**src/rtl/core/ilc_pkg.sv**
```systemverilog
// Shared types and codes for the indexed list with compaction.
// No dependencies; imported by the cell and top-level modules.
`timescale 1ns / 1ps
`default_nettype none

package ilc_pkg;

    localparam int unsigned CAPACITY_DEF   = 256;
    localparam int unsigned DATA_WIDTH_DEF = 32;

    localparam int unsigned CMD_W    = 3;
    localparam int unsigned POS_W    = 8;
    localparam int unsigned VAL_W    = 32;
    localparam int unsigned STATUS_W = 2;
    localparam int unsigned USED_W   = 9;

    typedef enum logic [CMD_W-1:0] {
        CMD_PUSH   = 3'd0,
        CMD_POP    = 3'd1,
        CMD_REMOVE = 3'd2,
        CMD_GET    = 3'd3,
        CMD_SET    = 3'd4
    } t_cmd;

    typedef enum logic [STATUS_W-1:0] {
        ST_OK    = 2'd0,
        ST_RANGE = 2'd1,
        ST_FULL  = 2'd2
    } t_status;

    // per-cell update controls
    typedef struct packed {
        logic wr;     // load the write data
        logic shift;  // take the upper neighbor's entry
    } t_cell_ctrl;

endpackage

`default_nettype wire

```
**src/rtl/core/ilc_cell.sv**
```systemverilog
// One storage cell of the list: holds a single entry, loads new data or
// takes its upper neighbor's entry on remove. Depends on ilc_pkg.
`timescale 1ns / 1ps
`default_nettype none

module ilc_cell #(
    parameter int unsigned DATA_WIDTH = ilc_pkg::DATA_WIDTH_DEF
) (
    input  wire logic                   i_clk,
    input  wire ilc_pkg::t_cell_ctrl    i_ctrl,
    input  wire logic [DATA_WIDTH-1:0]  i_wdata,
    input  wire logic [DATA_WIDTH-1:0]  i_upper,
    output logic      [DATA_WIDTH-1:0]  o_data
);
    import ilc_pkg::*;

    logic [DATA_WIDTH-1:0] r_data;
    logic [DATA_WIDTH-1:0] n_data;

    always_comb begin
        n_data = r_data;
        if (i_ctrl.wr) begin
            n_data = i_wdata;
        end else if (i_ctrl.shift) begin
            n_data = i_upper;
        end
    end

    // contents are undefined until written, so no reset
    always_ff @(posedge i_clk) begin
        r_data <= n_data;
    end

    assign o_data = r_data;

endmodule

`default_nettype wire

```
**config.mk**
```make
export PLATFORM = sky130hd
export DESIGN_NAME = ilc_cell
export DESIGN_NICKNAME = d
export VERILOG_FILES = /design/src/rtl/core/ilc_pkg.sv /design/src/rtl/core/ilc_cell.sv
export SDC_FILE = /design/constraint.sdc
export NUM_CORES = 1
export LEC_CHECK = 0
export ABC_AREA = 1
export BUFFER_PORTS_ARGS = -buffer_cell sky130_fd_sc_hd__buf_2
export CORE_MARGIN = 2
export CORE_UTILIZATION = 43
export CTS_CLUSTER_SIZE = 8
export DETAILED_ROUTE_END_ITERATION = 8
export MAX_ROUTING_LAYER = met4
export PLACE_DENSITY_LB_ADDON = 0.08
export SKIP_LAST_GASP = 1
export SLEW_MARGIN = 20
export SYNTH_ARGS = -nofsm -noshare
export SYNTH_HDL_FRONTEND = slang
export SYNTH_SLANG_ARGS = --single-unit
```
**constraint.sdc**
```tcl
create_clock -name i_clk -period 2.9 [get_ports i_clk]
set_input_delay 0.145 -clock i_clk [delete_from_list [all_inputs] [get_ports i_clk]]
set_output_delay 0.145 -clock i_clk [all_outputs]
set_load 0.01 [all_outputs]
```
==> impl_metrics.csv <==
group,metric,value,unit
clocking,clock_path_buffers,2,
finish,layout.nets,302,
placement,place_area,0.001879,sq mm
die,die_height,61.09,um
sta,slew_headroom,50.83,%
critical_path,worstPathArrival,1.31,ns
sta,min_period,1.358,ns
flow_run,maxCapViolCount,0,
placement,place_congestion,0.7082,
global_routing,grt_pass1_wl,4.581,mm
min_path,min_from,"i_upper[10]",
global_routing,overflow,0,
critical_path,path_max_fanout,34,
die,start_util,45.53,%
critical_path,crit_type,"in2reg",
logic_synthesis,postSynthCellCount,137,
pwr,peakVddDrop,0.2549,mV
clocking,clkTransAtPathRegs,0.09,ns
routing,postRouteAntennaNets,0,
finish,layout_common_cells,"buf_2, nand2_1, edfxtp_1, clkbuf_4, clkinv_1",
logic_synthesis,yosysSeqAreaShare,68.57,%
critical_path,worstPathRequired,2.86,ns
routing,num_vias,1232,
critical_path,startpoint_type,"input port",
routing,wl_per_cell,10.73,um
critical_path,slowest_stage,"or2_2",
sta,worst_slack,1.542,ns
routing,firstDrtPassIters,4,
sta,hold_viol_final,0,
sta,worst_pin_slew,0.7375,ns
finish,mostFrequentLayoutCell,"buf_2",
sta,setup_viol,0,
global_routing,antenna_found_initial,0,
critical_path,crit_cells,2,
pwr,power_density,505.8,mW/mm^2
die,io_pins,99,
logic_synthesis,avgSynthCellArea,10.23,sq um
clocking,cts_hold_buf,0,
finish,instances_no_fill,279,
routing,drc,0,
global_routing,grt_usage,17.92,%
finish,drive_gt1_share,44.68,%
routing,detail_route.vias_per_cell,4.416,
outcome,status,"finished clean",
global_routing,grt_max_degree,35,
min_path,hold_class,"in2reg",
sta,period_share,46.83,%
clocking,cts_resized,0,
critical_path,cpPeakStageDelay,0.71,ns
placement,dp_worst_setup_slack,1.149,ns
finish,diodes,0,
min_path,hold_depth,3,
clocking,cts_setup_buffers,0,
logic_synthesis,syn-num-nets,204,
finish,syn2layout_area_growth,37.32,%
sta,max_freq,736.4,MHz
logic_synthesis,synth_cell_types,6,
logic_synthesis,syn-cell-area,0.001401,sq mm
clocking,cts_root_buf,"clkbuf_4",
routing,drtIter0Drc,68,
clocking,cts_tree,"yes",
die,core_area,0.003078,sq mm
pwr,p_leak,1.033,nW
routing,drt-total-wl,2.995,mm
sta,setup_tns,0,ns
finish,multi_input_comb_area,366.6,sq um
critical_path,path_delay_family,"simple AND/OR/NAND/NOR gates",
finish,fill_cells,280,
finish,largest_reg_flops,32,
clocking,h-tree-depth,2,
sta,slew_violations,0,
min_path,min_to,"o_data[10]",
placement,dp_cells,272,
pwr,p_total,0.9733,mW
finish,finalInstanceArea,0.001924,sq mm
logic_synthesis,ys_warn_count,0,
finish,ff_latch_area,960.9,sq um
die,die_x,61.09,um
die,dieArea,0.003731,sq mm
die,row_count,20,
clocking,numCtsBuffers,5,
placement,portBuffers,98,
critical_path,cp-end-kind,"flip-flop",
placement,dpl.hpwl,2.162,mm
clocking,clock_sink_count,32,
logic_synthesis,synth-seq-cells,32,
finish,final_util,62.52,%
global_routing,grt_pass1_vias,1095,
critical_path,critPathBufInv,1,
sta,holdWs,0.08417,ns
critical_path,critical_path.cell_chain,"buf_2 -> or2_2",
sta,rsz0062_at_grt,"false",
-- worst min-delay path, cell delays in order --
cell and delay (ns):
buf_2 0.07, nand2_1 0.04, nand2_1 0.05
-- synthesized netlist by cell type (all sizes together) --
cell	n	area share, %
edfxtp	32	69
nand2	96	26
inv	1	0.45
buf	7	4.8
or2	1	0.45
-- layout make-up --
type | count | area share, %
inverter | 1 | 0.3251
multi-input combinational | 97 | 19.05
sequential | 32 | 49.93
clock buffer | 5 | 1.951
timing repair buffer | 98 | 25.49
tap | 44 | 2.861
clock inverter | 2 | 0.3901
-- logic make-up (layout without fill, tap and decap cells) --
kind of cell           count (synthesis)  after routing  synth area share, %
buffers and inverters                  8            106                5.268
AND/OR/NAND/NOR                       97             97                26.16
flip-flops                            32             32                68.57
-- worst max-delay path by stage --
stage                         start    endpoint  slack (ns)
after floorplan           i_ctrl[1]   o_data[0]        1.79
after global placement    i_ctrl[1]  o_data[13]        1.18
after detailed placement  i_ctrl[1]  o_data[23]        1.15
after CTS                 i_ctrl[1]  o_data[23]        1.51
after global routing      i_ctrl[1]  o_data[22]        1.41
final                     i_ctrl[1]  o_data[23]        1.54
-- metal layers --
metal,track usage (%),share of wire (%)
met1,19.28,38
met2,29.33,50
met3,7.143,9.9
met4,7.453,2.0
met5,-,0
-- power by group --
part | leakage (nW) | switching, mW | internal (mW)
Clock | 0.0261 | 0.136 | 0.0844
Sequential | 0.330 | 0.0114 | 0.567
Combinational | 0.677 | 0.0951 | 0.0790
Note: power is estimated with default switching activity, not from simulation.
